`config.mk`:
```
export PLATFORM = sky130hd
export DESIGN_NAME = mwm_front
export DESIGN_NICKNAME = d
export VERILOG_FILES = /design/src/rtl/mwm_pkg.sv /design/src/rtl/mwm_front.sv
export SDC_FILE = /design/constraint.sdc
export NUM_CORES = 2
export LEC_CHECK = 0
export ABC_AREA = 1
export BUFFER_PORTS_ARGS = -buffer_cell sky130_fd_sc_hd__buf_2
export CAP_MARGIN = 5
export CORE_MARGIN = 2
export CORE_UTILIZATION = 45
export CTS_BUF_LIST = sky130_fd_sc_hd__clkbuf_16
export DETAILED_ROUTE_END_ITERATION = 7
export GPL_TIMING_DRIVEN = 0
export MAX_ROUTING_LAYER = met4
export SLEW_MARGIN = 20
export SYNTH_ARGS = -nofsm -noshare
export SYNTH_HDL_FRONTEND = slang
export SYNTH_SLANG_ARGS = --single-unit
export TNS_END_PERCENT = 20
```
`constraint.sdc`:
```
create_clock -name clk -period 6.18 [get_ports clk]
set_input_delay 0.618 -clock clk [delete_from_list [all_inputs] [get_ports clk]]
set_output_delay 0.618 -clock clk [all_outputs]
set_load 0.05 [all_outputs]
```
`src/rtl/mwm_pkg.sv`:
```
`timescale 1ns / 1ps

package mwm_pkg;

  localparam int          REG_DEADBAND   = 0;
  localparam logic [14:0] DEADBAND_RESET = 15'd4915;
  localparam int          AXIS_W         = 16;
  localparam int          QUEUE_DEPTH    = 2;

  typedef struct packed {
    logic full;
    logic empty;
  } queue_stat_t;

  function automatic int max_int(input int a, input int b);
    return (a > b) ? a : b;
  endfunction

  // magnitude width of 1.5 - throttle
  function automatic int num_mag_w(input int frac);
    return max_int(frac + 1, AXIS_W) + 1;
  endfunction

  // magnitude width of a scaled axis
  function automatic int quot_w(input int frac);
    return AXIS_W + num_mag_w(frac) + 2 - frac - 2;
  endfunction

  // signed width of a mixed wheel value
  function automatic int wheel_w(input int frac);
    return quot_w(frac) + 3;
  endfunction

endpackage

```
`src/rtl/mwm_front.sv`:
```
`timescale 1ns / 1ps

module mwm_front #(
  parameter  int FRAC_BITS = 15,
  localparam int WW = mwm_pkg::wheel_w(FRAC_BITS)
) (
  input  logic                 clk,
  input  logic                 rst,
  input  logic                 start,
  output logic                 busy,
  input  logic signed [15:0]   stick_x,
  input  logic signed [15:0]   stick_y,
  input  logic signed [15:0]   stick_twist,
  input  logic signed [15:0]   throttle,
  input  logic [14:0]          deadband,
  input  mwm_pkg::queue_stat_t qstat,
  output logic                 push,
  output logic [3:0][WW-1:0]   wheel
);
  import mwm_pkg::*;

  localparam int NM_W = num_mag_w(FRAC_BITS);
  localparam int P_W  = AXIS_W + NM_W + 1;
  localparam int UW   = P_W + 1 - FRAC_BITS;
  localparam int QW   = quot_w(FRAC_BITS);
  localparam int SH   = UW + 3;
  localparam int MP_W = 2 * UW + 1;

  localparam logic [UW:0]   RECIP      = (UW + 1)'((64'd1 << SH) / 64'd5 + 64'd1);
  localparam logic [NM_W:0] NUM_BIAS   = (NM_W + 1)'(64'd3 << (FRAC_BITS - 1));
  localparam logic [P_W:0]  ROUND_HALF = (P_W + 1)'(64'd5 << (FRAC_BITS - 1));

  logic adv;

  // stage 1: magnitudes and signs
  logic [2:0][15:0] axis_in;
  logic [NM_W:0]    num_c;
  logic             v1;
  logic [NM_W-1:0]  nmag1;
  logic             nneg1;
  logic [15:0]      amag1 [3];
  logic             aneg1 [3];

  // stage 2: product rounded and shifted down
  logic [AXIS_W+NM_W-1:0] prod2 [3];
  logic [P_W:0]           sum2 [3];
  logic                   v2;
  logic [UW-1:0]          u2 [3];
  logic                   neg2 [3];

  // stage 3: divide by five through the reciprocal
  logic [MP_W-1:0] prod3 [3];
  logic            v3;
  logic [QW-1:0]   q3 [3];
  logic            neg3 [3];

  // stage 4: deadband and mix
  logic signed [QW:0]   ax [3];
  logic signed [WW-1:0] ex [3];
  logic signed [WW-1:0] mix [4];
  logic                 v4;
  logic [WW-1:0]        w4 [4];

  assign adv  = !qstat.full;
  assign busy = !adv;
  assign push = v4 && adv;

  assign axis_in = {stick_twist, stick_y, stick_x};
  assign num_c   = NUM_BIAS - {{(NM_W - 15){throttle[15]}}, throttle};

  always_comb begin
    for (int i = 0; i < 3; i++) begin
      prod2[i] = (AXIS_W + NM_W)'(amag1[i]) * (AXIS_W + NM_W)'(nmag1);
      sum2[i]  = (P_W + 1)'({prod2[i], 1'b0}) + ROUND_HALF;
      prod3[i] = MP_W'(u2[i]) * MP_W'(RECIP);
      if (q3[i] < QW'(deadband)) begin
        ax[i] = '0;
      end else begin
        ax[i] = neg3[i] ? -$signed({1'b0, q3[i]}) : $signed({1'b0, q3[i]});
      end
      ex[i] = WW'(ax[i]);
    end
    mix[0] =  ex[0] + ex[1] + ex[2];
    mix[1] = -ex[0] + ex[1] - ex[2];
    mix[2] = -ex[0] + ex[1] + ex[2];
    mix[3] =  ex[0] + ex[1] - ex[2];
  end

  always_ff @(posedge clk) begin
    if (rst) begin
      v1 <= 1'b0;
      v2 <= 1'b0;
      v3 <= 1'b0;
      v4 <= 1'b0;
    end else if (adv) begin
      v1 <= start;
      v2 <= v1;
      v3 <= v2;
      v4 <= v3;
    end
  end

  always_ff @(posedge clk) begin
    if (adv) begin
      nneg1 <= num_c[NM_W];
      nmag1 <= num_c[NM_W] ? NM_W'(~num_c + 1'b1) : num_c[NM_W-1:0];
      for (int i = 0; i < 3; i++) begin
        aneg1[i] <= axis_in[i][15];
        amag1[i] <= axis_in[i][15] ? 16'(-axis_in[i]) : axis_in[i];
        u2[i]    <= sum2[i][P_W:FRAC_BITS];
        // twist is negated on top of the scale sign
        neg2[i]  <= aneg1[i] ^ nneg1 ^ (i == 2);
        q3[i]    <= prod3[i][MP_W-1:SH];
        neg3[i]  <= neg2[i];
      end
      for (int j = 0; j < 4; j++) begin
        w4[j] <= mix[j];
      end
    end
  end

  always_comb begin
    for (int j = 0; j < 4; j++) begin
      wheel[j] = w4[j];
    end
  end

endmodule

```
==> impl_metrics.json <==
{
  "status": "finished with violations",
  "violations": "negative setup slack",
  "ant_nets": 0,
  "io_buffers": 168,
  "syn_to_final_growth_pct": 14.0,
  "ctsRootBufferMaster": "clkbuf_16",
  "final-max-slew-violation-count": 0,
  "synth_top_area_cell": "fa_1",
  "final_hold_viol_count": 0,
  "cts_hold_buf": 0,
  "syn_area_um2": 71300,
  "rsz0062_at_grt": "true",
  "clkLatencyLatePin_ns": 0.63,
  "tightest_slew_ns": 0.661,
  "htreeDepth": 2,
  "synth_edf_count": 269,
  "synth_nets": 11200,
  "coreArea_um2": 158000,
  "skew_ns": 0.0461,
  "routed_wl_mm": 219,
  "grt_antenna_before_repair": 5,
  "initial_utilization": 0.452,
  "grt-ovfl-total": 0,
  "fin_cells": 11500,
  "via_per_inst": 5.11,
  "arrival_ns": 6.77,
  "cts_buffers": 35,
  "synth.area.top_cells": "fa_1, ha_1, inv_1",
  "crit_path_top_delay_cell": "fa_1",
  "synth_area_per_cell_um2": 7.94,
  "crit_type": "reg2reg",
  "io_pins": 170,
  "die_h_um": 402,
  "synthArstFlopShare": 0,
  "synth_flop_cell": "edfxtp_1",
  "die_area_um2": 162000,
  "required_ns": 6.52,
  "die_width_um": 402,
  "synth_seq_area_share": 0.114,
  "synth_mux_area_frac": 0,
  "yosys_warnings": 0,
  "slew_headroom": 0.548,
  "startpoint_type": "flop",
  "maxCapViolCount": 0,
  "synth_cell_types": 60,
  "setup_viol": 42,
  "grt_use_total": 0.282,
  "grt_pass1_vias": 61400,
  "clock-sinks": 273,
  "period_share": 1.04,
  "rows": 146,
  "grt_pass1_wl_mm": 343,
  "synth_top_family_by_area": "adder cells",
  "synth-xor-area-share": 0.0406,
  "layout-drive-gt1-share": 0.126,
  "gp_congestion": 0.962,
  "max_freq_mhz": 156,
  "hpwlAfterDp_mm": 183,
  "vias": 58700,
  "grt_max_degree": 38,
  "dr.pass1.iters": 6,
  "synth_cells": 8980,
  "cts_tree": "yes",
  "dr.first_iter.drc_count": 4073,
  "synth_top_area_frac": 0.293,
  "drc": 0,
  "nFillCells": 15100,
  "yosys.area_share.adder": 0.482,
  "crit_path_end_kind": "flop",
  "clk_path_buf_depth": 3,
  "setup_slack_ns": -0.242,
  "place_inst": 11200,
  "synth-compound-area-share": 0.0562,
  "crit_buf_inv": 9,
  "synthSimpleGateAreaFrac": 0.161,
  "final_nets": 11600,
  "min_period_ns": 6.42,
  "wire_per_inst_um": 19.1,
  "ys_seq_elements": 273,
  "cp_top_family": "adder cells",
  "clkTransAtPathRegs_ns": 0.07,
  "crit_fanout": 5,
  "cp_slowest_stage_delay_ns": 0.54,
  "hold_class": "in2reg"
}
==> placed cells by master (no fill, tap or decap), types with 22 or more instances in the layout <==
| cell type | netlist | final |
|---|---|---|
| nand2_1 | 1874 | 1744 |
| ha_1 | 1074 | 1014 |
| inv_1 | 2523 | 2469 |
| a21oi_2 | 2 | 40 |
| nand4_1 | 50 | 50 |
| xor2_1 | 257 | 250 |
| nand3_1 | 235 | 205 |
| nor2_1 | 434 | 355 |
| xnor2_1 | 62 | 59 |
| nand3_2 | 5 | 28 |
| buf_2 | 10 | 176 |
| clkbuf_2 | 1 | 29 |
| nand2_4 | 3 | 37 |
| o211ai_1 | 22 | 22 |
| ha_2 | 0 | 27 |
| nand3b_1 | 24 | 24 |
| inv_2 | 12 | 67 |
| buf_12 | 0 | 27 |
| a21oi_1 | 351 | 305 |
| buf_4 | 6 | 209 |
| nor2_2 | 18 | 55 |
| fa_2 | 0 | 22 |
| ha_4 | 0 | 33 |
| nor3_1 | 85 | 68 |
| o21bai_1 | 39 | 32 |
| fa_1 | 1044 | 1022 |
| clkbuf_4 | 0 | 32 |
| buf_6 | 1 | 27 |
| a21o_1 | 25 | 25 |
| o21ai_0 | 148 | 131 |
| clkbuf_16 | 0 | 54 |
| nor2_4 | 6 | 48 |
| clkbuf_1 | 183 | 23 |
| edfxtp_1 | 269 | 269 |
| a31oi_1 | 35 | 33 |
| nand2_2 | 26 | 121 |
==> state kept, by name, indices dropped and copies added, names as in the netlist <==
signal and cells:
w4 81, q3 54, v4 1, v2 1
nmag1 17, neg3 3, u2 60, aneg1 3
neg2 3, v1 1, v3 1, amag1 48
==> worst register-to-register path: cells and delay by family, from the launching register on <==
| kind | cells | cell delay, ns |
|---|---|---|
| buf+inv | 9 | 0.84 |
| compound gates | 2 | 0.36 |
| simple gates | 8 | 0.89 |
| xor+xnor | 2 | 0.31 |
| fa+ha+maj | 8 | 3.26 |
| flops | 1 | 0.46 |
==> logic make-up (layout without fill, tap and decap cells) <==
group / count (synthesis) / after routing
AO/OA/AOI/OAI: 702 / 702
XOR/XNOR: 325 / 325
adder cells (fa/ha/maj): 2118 / 2118
buffers and inverters: 2763 / 3174
flip-flops: 273 / 273
other: 0 / 13
AND/OR/NAND/NOR: 2799 / 2799
==> routing by layer <==
| layer | GRT usage | routed length [µm] | up-vias |
|---|---|---|---|
| met5 | - | 0 | - |
| met4 | 0.0989 | 9310 | 0 |
| met3 | 0.0370 | 14800 | 426 |
| met2 | 0.460 | 103000 | 1924 |
| met1 | 0.360 | 92000 | 28500 |
| li1 | - | - | 27800 |
==> final cells by class <==
class                      count  area, µm²  share of cell area
multi-input combinational   5944      55000               0.677
antenna                       13       32.5            0.000400
sequential                   273       8160               0.100
buffer                       173       1760              0.0217
tap                         2072       2590              0.0319
inverter                    2539       9540               0.117
clock inverter                27        323             0.00397
clock buffer                  35        876              0.0108
timing repair buffer         400       2930              0.0361
==> worst paths after layout <==
| kind | slack [ns] | cells after the start | endpoint | startpoint |
|---|---|---|---|---|
| max | -0.24 | 29 | u2[0][31] | nmag1[7] |
| min | 0.18 | 2 | v3 | rst |
| max reg2reg | -0.24 | 29 | u2[0][31] | nmag1[7] |
| min reg2reg | 0.42 | 0 | neg2[0][0] | aneg1[0][0] |
==> synthesized netlist by cell type, types with 9 or more instances <==
| cell type | n |
|---|---|
| nor2_2 | 18 |
| clkbuf_1 | 183 |
| xor2_1 | 257 |
| o31ai_1 | 23 |
| nor3_1 | 85 |
| nand2_2 | 26 |
| o21bai_1 | 39 |
| buf_2 | 10 |
| inv_2 | 12 |
| nand4_1 | 50 |
| nand3_1 | 235 |
| o21a_1 | 9 |
| xnor2_1 | 62 |
| inv_1 | 2523 |
| edfxtp_1 | 269 |
| a21oi_1 | 351 |
| buf_1 | 23 |
| ha_1 | 1074 |
| nor4_1 | 17 |
| nor2_1 | 434 |
| a211oi_1 | 11 |
| nand2_1 | 1874 |
| fa_1 | 1044 |
| nand3b_1 | 24 |
| o21ai_0 | 148 |
| o211ai_1 | 22 |
| a21o_1 | 25 |
| a31oi_1 | 35 |
==> through the flow <==
stage          setup TNS [ns]  hold slack [ns]   util  setup slack (ns)  instance area, µm²
2_1_floorplan         -0.0753            0.400      -           -0.0504               71300
3_3_place_gp          -434.84            0.403  0.473             -1.77               74700
3_5_place_dp          -120.84            0.407  0.475             -1.86               74900
4_1_cts                 -2.76            0.131  0.507            -0.209               80000
5_1_grt                -17.47            0.174  0.515            -0.471               81300
6_report                -5.56            0.184  0.515            -0.242               81300
==> what timing repair did <==
item                       CTS  global route
resized for setup          734           294
setup endpoints to repair  102           124
setup buffers              187            33
pin swaps                  227           108
cloned                       4             0
Power is left out: the tool's default activity adds up to more than one toggle a clock period on the data nets, which glitch-free logic cannot reach.
