## src/rtl/mwm_pkg.sv

```systemverilog
`timescale 1ns / 1ps

package mwm_pkg;

  localparam int          REG_DEADBAND   = 0;
  localparam logic [14:0] DEADBAND_RESET = 15'd4915;
  localparam int          AXIS_W         = 16;
  localparam int          QUEUE_DEPTH    = 2;

  typedef struct packed {
    logic full;
    logic empty;
  } queue_stat_t;

  function automatic int max_int(input int a, input int b);
    return (a > b) ? a : b;
  endfunction

  // magnitude width of 1.5 - throttle
  function automatic int num_mag_w(input int frac);
    return max_int(frac + 1, AXIS_W) + 1;
  endfunction

  // magnitude width of a scaled axis
  function automatic int quot_w(input int frac);
    return AXIS_W + num_mag_w(frac) + 2 - frac - 2;
  endfunction

  // signed width of a mixed wheel value
  function automatic int wheel_w(input int frac);
    return quot_w(frac) + 3;
  endfunction

endpackage

```

## src/rtl/mwm_queue.sv

```systemverilog
`timescale 1ns / 1ps

module mwm_queue #(
  parameter int W = 84
) (
  input  logic                 clk,
  input  logic                 rst,
  input  logic                 push,
  input  logic [W-1:0]         wdata,
  input  logic                 pop,
  output logic [W-1:0]         rdata,
  output mwm_pkg::queue_stat_t stat
);
  import mwm_pkg::*;

  localparam int IW = (QUEUE_DEPTH > 1) ? $clog2(QUEUE_DEPTH) : 1;
  localparam int CW = $clog2(QUEUE_DEPTH + 1);

  logic [W-1:0]  mem [QUEUE_DEPTH];
  logic [IW-1:0] wptr;
  logic [IW-1:0] rptr;
  logic [CW-1:0] count;
  logic          do_push;
  logic          do_pop;

  assign stat.full  = (count == CW'(QUEUE_DEPTH));
  assign stat.empty = (count == '0);
  assign do_push    = push && !stat.full;
  assign do_pop     = pop && !stat.empty;
  assign rdata      = mem[rptr];

  always_ff @(posedge clk) begin
    if (do_push) begin
      mem[wptr] <= wdata;
    end
  end

  always_ff @(posedge clk) begin
    if (rst) begin
      wptr  <= '0;
      rptr  <= '0;
      count <= '0;
    end else begin
      if (do_push) begin
        wptr <= (wptr == IW'(QUEUE_DEPTH - 1)) ? '0 : wptr + 1'b1;
      end
      if (do_pop) begin
        rptr <= (rptr == IW'(QUEUE_DEPTH - 1)) ? '0 : rptr + 1'b1;
      end
      if (do_push && !do_pop) begin
        count <= count + 1'b1;
      end else if (do_pop && !do_push) begin
        count <= count - 1'b1;
      end
    end
  end

endmodule

```

## config.mk

```make
export PLATFORM = sky130hd
export DESIGN_NAME = mwm_queue
export DESIGN_NICKNAME = d
export VERILOG_FILES = /design/src/rtl/mwm_pkg.sv /design/src/rtl/mwm_queue.sv
export SDC_FILE = /design/constraint.sdc
export NUM_CORES = 1
export LEC_CHECK = 0
export BUFFER_PORTS_ARGS = -buffer_cell sky130_fd_sc_hd__buf_2
export CAP_MARGIN = 30
export CORE_MARGIN = 1
export CORE_UTILIZATION = 55
export CTS_CLUSTER_DIAMETER = 50
export DETAILED_ROUTE_END_ITERATION = 8
export PLACE_DENSITY_LB_ADDON = 0.12
export RECOVER_POWER = 100
export SLEW_MARGIN = 20
export SYNTH_ARGS = -nofsm -noshare
export SYNTH_HDL_FRONTEND = slang
export SYNTH_SLANG_ARGS = --single-unit
```

## constraint.sdc

```tcl
create_clock -name clk -period 8.9 [get_ports clk]
set_clock_uncertainty 0.1 [all_clocks]
set_input_delay 0.445 -clock clk [delete_from_list [all_inputs] [get_ports clk]]
set_output_delay 0.445 -clock clk [all_outputs]
set_load 0.005 [all_outputs]
```

==> flow_summary.ini, run 1 <==
[clock_network]
hold_buffers = 0
clockBufferDepth = 2
cts_tree = yes
cts_buffers = 17
clk_pin_slew_ns = 0.06
cts_resized = 0
post_cts_buffers = 0
cts.sinks = 173
clk_latency_ns = 0.42
htree_levels = 4
root_buffer = clkbuf_16

[floorplan]
top_level_ports = 174
fp-row-count = 38
dieArea_um2 = 11900
die_height_um = 109
core_area_um2 = 11000
start_util_pct = 57.3
die_w_um = 109

[synth]
async_reset_ff_share_pct = 0
synth-seq-area-share_pct = 81.7
yosysTopAreaCell = edfxtp_1
ys.flop_type = edfxtp_1
synth_commonest_cells = edfxtp_1 (168), mux2_2 (84), buf_6 (6)
synthMuxAreaShare_pct = 15.0
synthesis.nets = 375
synth-compound-area-share_pct = 0.398
synth_fa_ha_area_share_pct = 0.199
synth_area_leaders = edfxtp_1 (80%), mux2_2 (15%), dfxtp_1 (1.6%)
syn_inst = 286
synth_warnings = 0
postSynthAreaPerCell_um2 = 22.0
synth_xor_xnor_area_share_pct = 0.417
syn-cell-area_um2 = 6290
synthSimpleGateAreaFrac_pct = 0.736
synth_top_cell_area_share_pct = 80.2
synth_edf_count = 168
yosysMostFrequentCell = edfxtp_1
synth_cell_types = 15
ys_seq_elements = 173
synth_top_family_by_area = multiplexers

[finish]
drive_gt1_share_pct = 40.4
fin_nets = 561
final_util_pct = 70.3
area_growth_pct = 22.8

[flow_run]
drv_cap = 6

[setup_path]
start_kind = flop
worst-path-max-fanout = 51
crit_required_ns = 8.80
end_kind = flop
endpoint = mem[1][54]$_DFFE_PP_
r2r_end = mem[1][54]$_DFFE_PP_
worstPathArrival_ns = 5.11
cpPeakStageDelay_ns = 2.44
crit_type = flop to flop
slowest_stage = and2_0
startpoint = count[0]$_SDFFE_PP0P_
worst_r2r_startpoint = count[0]$_SDFFE_PP0P_
crit_path_cell_trace = nor2b_1, nor2_1, and2_0, clkbuf_1
rrSetupSlack_ns = 3.69
reg2regPathDepth = 4

[place]
dp_hpwl_mm = 6.97
gp_congestion = 0.689
port_buffers = 173

[timing]
post-route-period-util_pct = 58.5
hold_slack_ns = 0.110
finalSetupViolations = 0
finalCriticalPeriod_ns = 5.21
timing.fmax_ghz = 0.192
rsz0062_at_grt = no
finalHoldViolations = 0
worst_pin_slew_ns = 3.35
maxSlewViolCount = 261
relSlewSlack_pct = -124
fin_setup_tns_ns = 0

[pwr]
seq_power_share_pct = 48.7
intPower_mw = 1.68
sw_frac_of_total_pct = 24.5
switching_power_mw = 0.546
p_clk_share_pct = 31.6
p_leak_nw = 2.69
combPwrFrac_pct = 19.6
powerDensity_nw_per_um2 = 289
power_mw = 2.23
ir_worst_vdd_mv = 0.215

[route]
vias = 3168
drt-pass1-iter-count = 4
wire_per_inst_um = 17.2
drt_iter0_drc = 140
drc_errors = 0
vias_per_cell = 5.06
drt-total-wl_mm = 10.8
ant_nets = 0

[global_route]
antenna_found_initial = 1
grt_max_degree = 52
grt.overflow.total = 0
grt_pass1_vias = 3213
grt_use_total_pct = 18.6
grt_first_pass_wirelength_mm = 15.7

[outcome]
violations = capacitance limit, slew limit
outcome = complete, but fails checks

[hold_path]
min_path_type = input port to flop
-- per-layer routing --
layer	track usage (%)	routed length, µm	up-vias
li1	-	-	1503
met1	21.8	4380	1517
met2	30.1	5240	130
met3	7.59	963	18
met4	8.11	208	0
met5	0	0	-
-- layout by cell type, fill, tap and decap left out --
cell        netlist  layout
ha_1              1       1
nor2b_1           0       1
clkbuf_8          0       2
clkinv_2          0       2
or3_1             2       2
clkbuf_1          0      92
diode_2           0       1
mux2_2           84      79
inv_1             2       1
mux2_1            0       5
and2_0            0       1
o21ai_0           3       3
dfxtp_1           5       5
buf_2             2      89
bufinv_16         0       2
xor2_1            3       3
clkinvlp_2        0       1
nor2_1            5       5
clkinvlp_4        0       3
a21oi_1           2       2
clkbuf_2          0       1
clkbuf_16         0      17
edfxtp_1        168     168
-- final cells by class --
type	instances	area (µm²)
diodes	1	2.50
clock buffers	25	475
clock inverters	7	92.6
fillers	781	3260
inverters	2	8.76
multi-input cells	102	1050
flip-flops and latches	173	5140
well taps	140	175
repair buffers	176	773
-- registers in the layout, indices dropped and copies added, names as in the netlist, named ones only --
register  cells
wptr          1
rptr          1
mem         168
count         2
-- power groups by stage --
stage,Sequential [mW],Combinational (mW),Clock (mW)
CTS,1.08,0.467,0.716
global route,1.10,0.480,0.745
floorplan,1.07,0.305,0
detailed placement,1.10,0.464,0
global placement,1.12,0.424,0
finish,1.09,0.438,0.706
-- worst max-delay path: cells and delay by family, from the launching register on --
kind | cells | cell delay [ns]
buffers and inverters | 1 | 1.51
DFF | 1 | 0.42
and+or+nand+nor | 3 | 2.73
-- logic make-up (layout without fill, tap and decap cells) --
family,count (synthesis),after routing
buffers and inverters,11,210
XOR/XNOR,3,3
AND/OR/NAND/NOR,9,9
other,0,1
AO/OA/AOI/OAI,5,5
adder cells (fa/ha/maj),1,1
multiplexers,84,84
flip-flops,173,173
-- how the worst min path moves through the flow --
stage                           start              endpoint  slack, ns  cells past startpoint
finish                      wdata[75]  mem[1][75]$_DFFE_PP_       0.11                      1
global route                wdata[25]  mem[0][25]$_DFFE_PP_        0.1                      1
CTS                         wdata[75]  mem[1][75]$_DFFE_PP_        0.1                      1
detailed placement  rptr$_SDFFE_PP0P_     rptr$_SDFFE_PP0P_       0.41                      2
global placement    wptr$_SDFFE_PP0P_     wptr$_SDFFE_PP0P_       0.37                      2
floorplan           wptr$_SDFFE_PP0P_     wptr$_SDFFE_PP0P_       0.35                      2
-- per-stage QoR --
stage | std cells | instance area, µm² | worst slack (ns)
global placement | 591 | 7260 | 6.26
detailed placement | 593 | 7300 | 6.23
floorplan | 286 | 6290 | 5.76
finish | 626 | 7730 | 3.69
CTS | 625 | 7870 | 6.30
global route | 626 | 7730 | 3.10
No activity file was read; power rests on OpenSTA's default activity.
==> run 2, diff against run 1 <==
--- a/config.mk
+++ b/config.mk
@@ -5,10 +5,11 @@
 export SDC_FILE = /design/constraint.sdc
 export NUM_CORES = 1
 export LEC_CHECK = 0
+export ABC_AREA = 1
 export BUFFER_PORTS_ARGS = -buffer_cell sky130_fd_sc_hd__buf_2
 export CAP_MARGIN = 30
 export CORE_MARGIN = 1
-export CORE_UTILIZATION = 55
+export CORE_UTILIZATION = 52
 export CTS_CLUSTER_DIAMETER = 50
 export DETAILED_ROUTE_END_ITERATION = 8
 export PLACE_DENSITY_LB_ADDON = 0.12
==> constraint.sdc (replaced) <==
create_clock -name clk -period 5.31 [get_ports clk]
set_clock_uncertainty 0.1 [all_clocks]
set_input_delay 0.2655 -clock clk [delete_from_list [all_inputs] [get_ports clk]]
set_output_delay 0.2655 -clock clk [all_outputs]
set_load 0.005 [all_outputs]
==> flow_summary.ini, run 2 <==
[outcome]
outcome = complete, but fails checks
violations = capacitance limit, slew limit

[timing]
finalSetupViolations = 0
worst_pin_slew_ns = 2.64
rsz0062_at_grt = no
relSlewSlack_pct = -75.7
finalHoldViolations = 0
timing.fmax_ghz = 0.296
finalCriticalPeriod_ns = 3.38
maxSlewViolCount = 172
post-route-period-util_pct = 63.6
hold_slack_ns = 0.0384
fin_setup_tns_ns = 0

[finish]
area_growth_pct = 33.2
regMostFlops = mem
drive_gt1_share_pct = 28.3
fin_nets = 660
final_common_cell = edfxtp_1
top_regs = mem: 168 flops, count: 2 flops
final_cell_mix = edfxtp_1 (168), buf_2 (105), dlygate4sd3_1 (84)
finalInstanceArea_um2 = 8720
diodes = 0
largest_reg_flops = 168

[route]
drt_iter0_drc = 275
drc_errors = 0
vias_per_cell = 4.76
drt-total-wl_mm = 11.6
vias = 3577
drt-pass1-iter-count = 5
ant_nets = 0
wire_per_inst_um = 15.4

[synth]
ys.flop_type = edfxtp_1
ys_seq_elements = 173
syn_inst = 298
synth_top_cell_area_share_pct = 77.0
yosysMostFrequentCell = edfxtp_1
synthesis.nets = 387
syn-cell-area_um2 = 6550
async_reset_ff_share_pct = 0
synth_warnings = 0
synth-seq-area-share_pct = 78.6
synth_commonest_cells = edfxtp_1 (168), mux2_4 (60), mux2_2 (24)
yosysTopAreaCell = edfxtp_1
synth_area_leaders = edfxtp_1 (77%), mux2_4 (14%), mux2_2 (4.1%)
synth_cell_types = 16
synth_edf_count = 168
postSynthAreaPerCell_um2 = 22.0

[clock_network]
htree_levels = 4
cts_tree = yes
clk_latency_ns = 0.42
cts_resized = 0
hold_buffers = 84
post_cts_buffers = 0
cts.sinks = 173
cts_buffers = 17
clockBufferDepth = 2
clk_pin_slew_ns = 0.06
root_buffer = clkbuf_16

[setup_path]
crit_type = flop to flop
worstPathArrival_ns = 3.26
start_kind = flop
crit_required_ns = 5.19
end_kind = flop
worst_r2r_startpoint = count[0]$_SDFFE_PP0P_
rrSetupSlack_ns = 1.93
r2r_end = mem[0][26]$_DFFE_PP_
worst-path-max-fanout = 48
reg2regPathDepth = 3

[global_route]
grt.overflow.total = 0
grt_use_total_pct = 18.8
grt_first_pass_wirelength_mm = 17.8
grt_pass1_vias = 3639
grt_max_degree = 49
antenna_found_initial = 0

[flow_run]
drv_cap = 4

[pwr]
ir_worst_vdd_mv = 0.245
power_mw = 3.74
powerDensity_nw_per_um2 = 429
p_leak_nw = 3.19

[place]
dp_hpwl_mm = 7.08
gp_congestion = 0.687
place_area_um2 = 7620
port_buffers = 173

[hold_path]
min_path_type = input port to flop
worstHoldStart = rst
holdPathEnd = count[1]$_SDFFE_PP0P_
hold-path-cell-count = 4

[floorplan]
fp-row-count = 40
die_height_um = 114
top_level_ports = 174
dieArea_um2 = 13000
die_w_um = 114
start_util_pct = 53.8
core_area_um2 = 12200
==> run 2: cell types whose count changed after synthesis, sizes merged <==
cell,change
nand3,+1
or3,-2
a21oi,-1
nand2,+4
nor2b,-1
inv,+7
nor2,+4
o21ai,+2
xor2,-3
nand4,+1
==> run 2: metrics by stage <==
| step | util [%] | instances | worst slack [ns] |
|---|---|---|---|
| 5_1_grt | 71.7 | 752 | 1.58 |
| 3_5_place_dp | 62.6 | 636 | 3.00 |
| 2_1_floorplan | - | 298 | 0.670 |
| 6_report | 71.7 | 752 | 1.93 |
| 3_3_place_gp | 62.4 | 635 | 2.82 |
| 4_1_cts | 74.3 | 752 | 2.52 |
==> run 2: critical path, cell delays in order, from the launching register on <==
cell and delay, ns:
dfxtp_1 0.42, o21ai_0 0.33, nor2_4 0.17, clkbuf_1 1.88
==> run 2: worst max-delay path by stage <==
stage | start | end | slack, ns
floorplan | count[0]$_SDFFE_PP0P_ | mem[0][0]$_DFFE_PP_ | 0.67
global placement | flop | rdata[61] | 2.82
detailed placement | flop | rdata[76] | 3.00
CTS | flop | rdata[76] | 2.52
global route | count[0]$_SDFFE_PP0P_ | mem[0][26]$_DFFE_PP_ | 1.58
finish | count[0]$_SDFFE_PP0P_ | mem[0][26]$_DFFE_PP_ | 1.93
==> run 2: cell families after synthesis <==
group | count (synthesis) | synth area share [%]
AOI/OAI and AO/OA | 6 | 0.458
and+or+nand+nor | 16 | 1.01
muxes | 84 | 17.9
buffers and inverters | 18 | 1.87
adders and majority gates | 1 | 0.191
DFF | 173 | 78.6
==> run 2: metal layers <==
metal	part of all wire, %	global-route usage [%]	vias up
met2	50	30.6	128
li1	-	-	1713
met4	2.3	11.0	0
met3	5.3	5.40	21
met1	42	22.4	1715
met5	0	0	-
==> run 2: area by class of cell <==
cell class | count | area [µm²]
Timing Repair Buffer | 263 | 1670
Multi-Input combinational cell | 107 | 1080
Fill cell | 870 | 3440
Clock inverter | 7 | 85.1
Tap cell | 168 | 210
Clock buffer | 25 | 495
Inverter | 9 | 33.8
Sequential cell | 173 | 5140
==> run 2: power breakdown <==
part           leakage [nW]  internal, mW  switching, mW
clock                 0.291         0.739          0.461
sequential             1.61          1.74         0.0682
combinational          1.29         0.360          0.369
total                  3.19          2.84          0.898
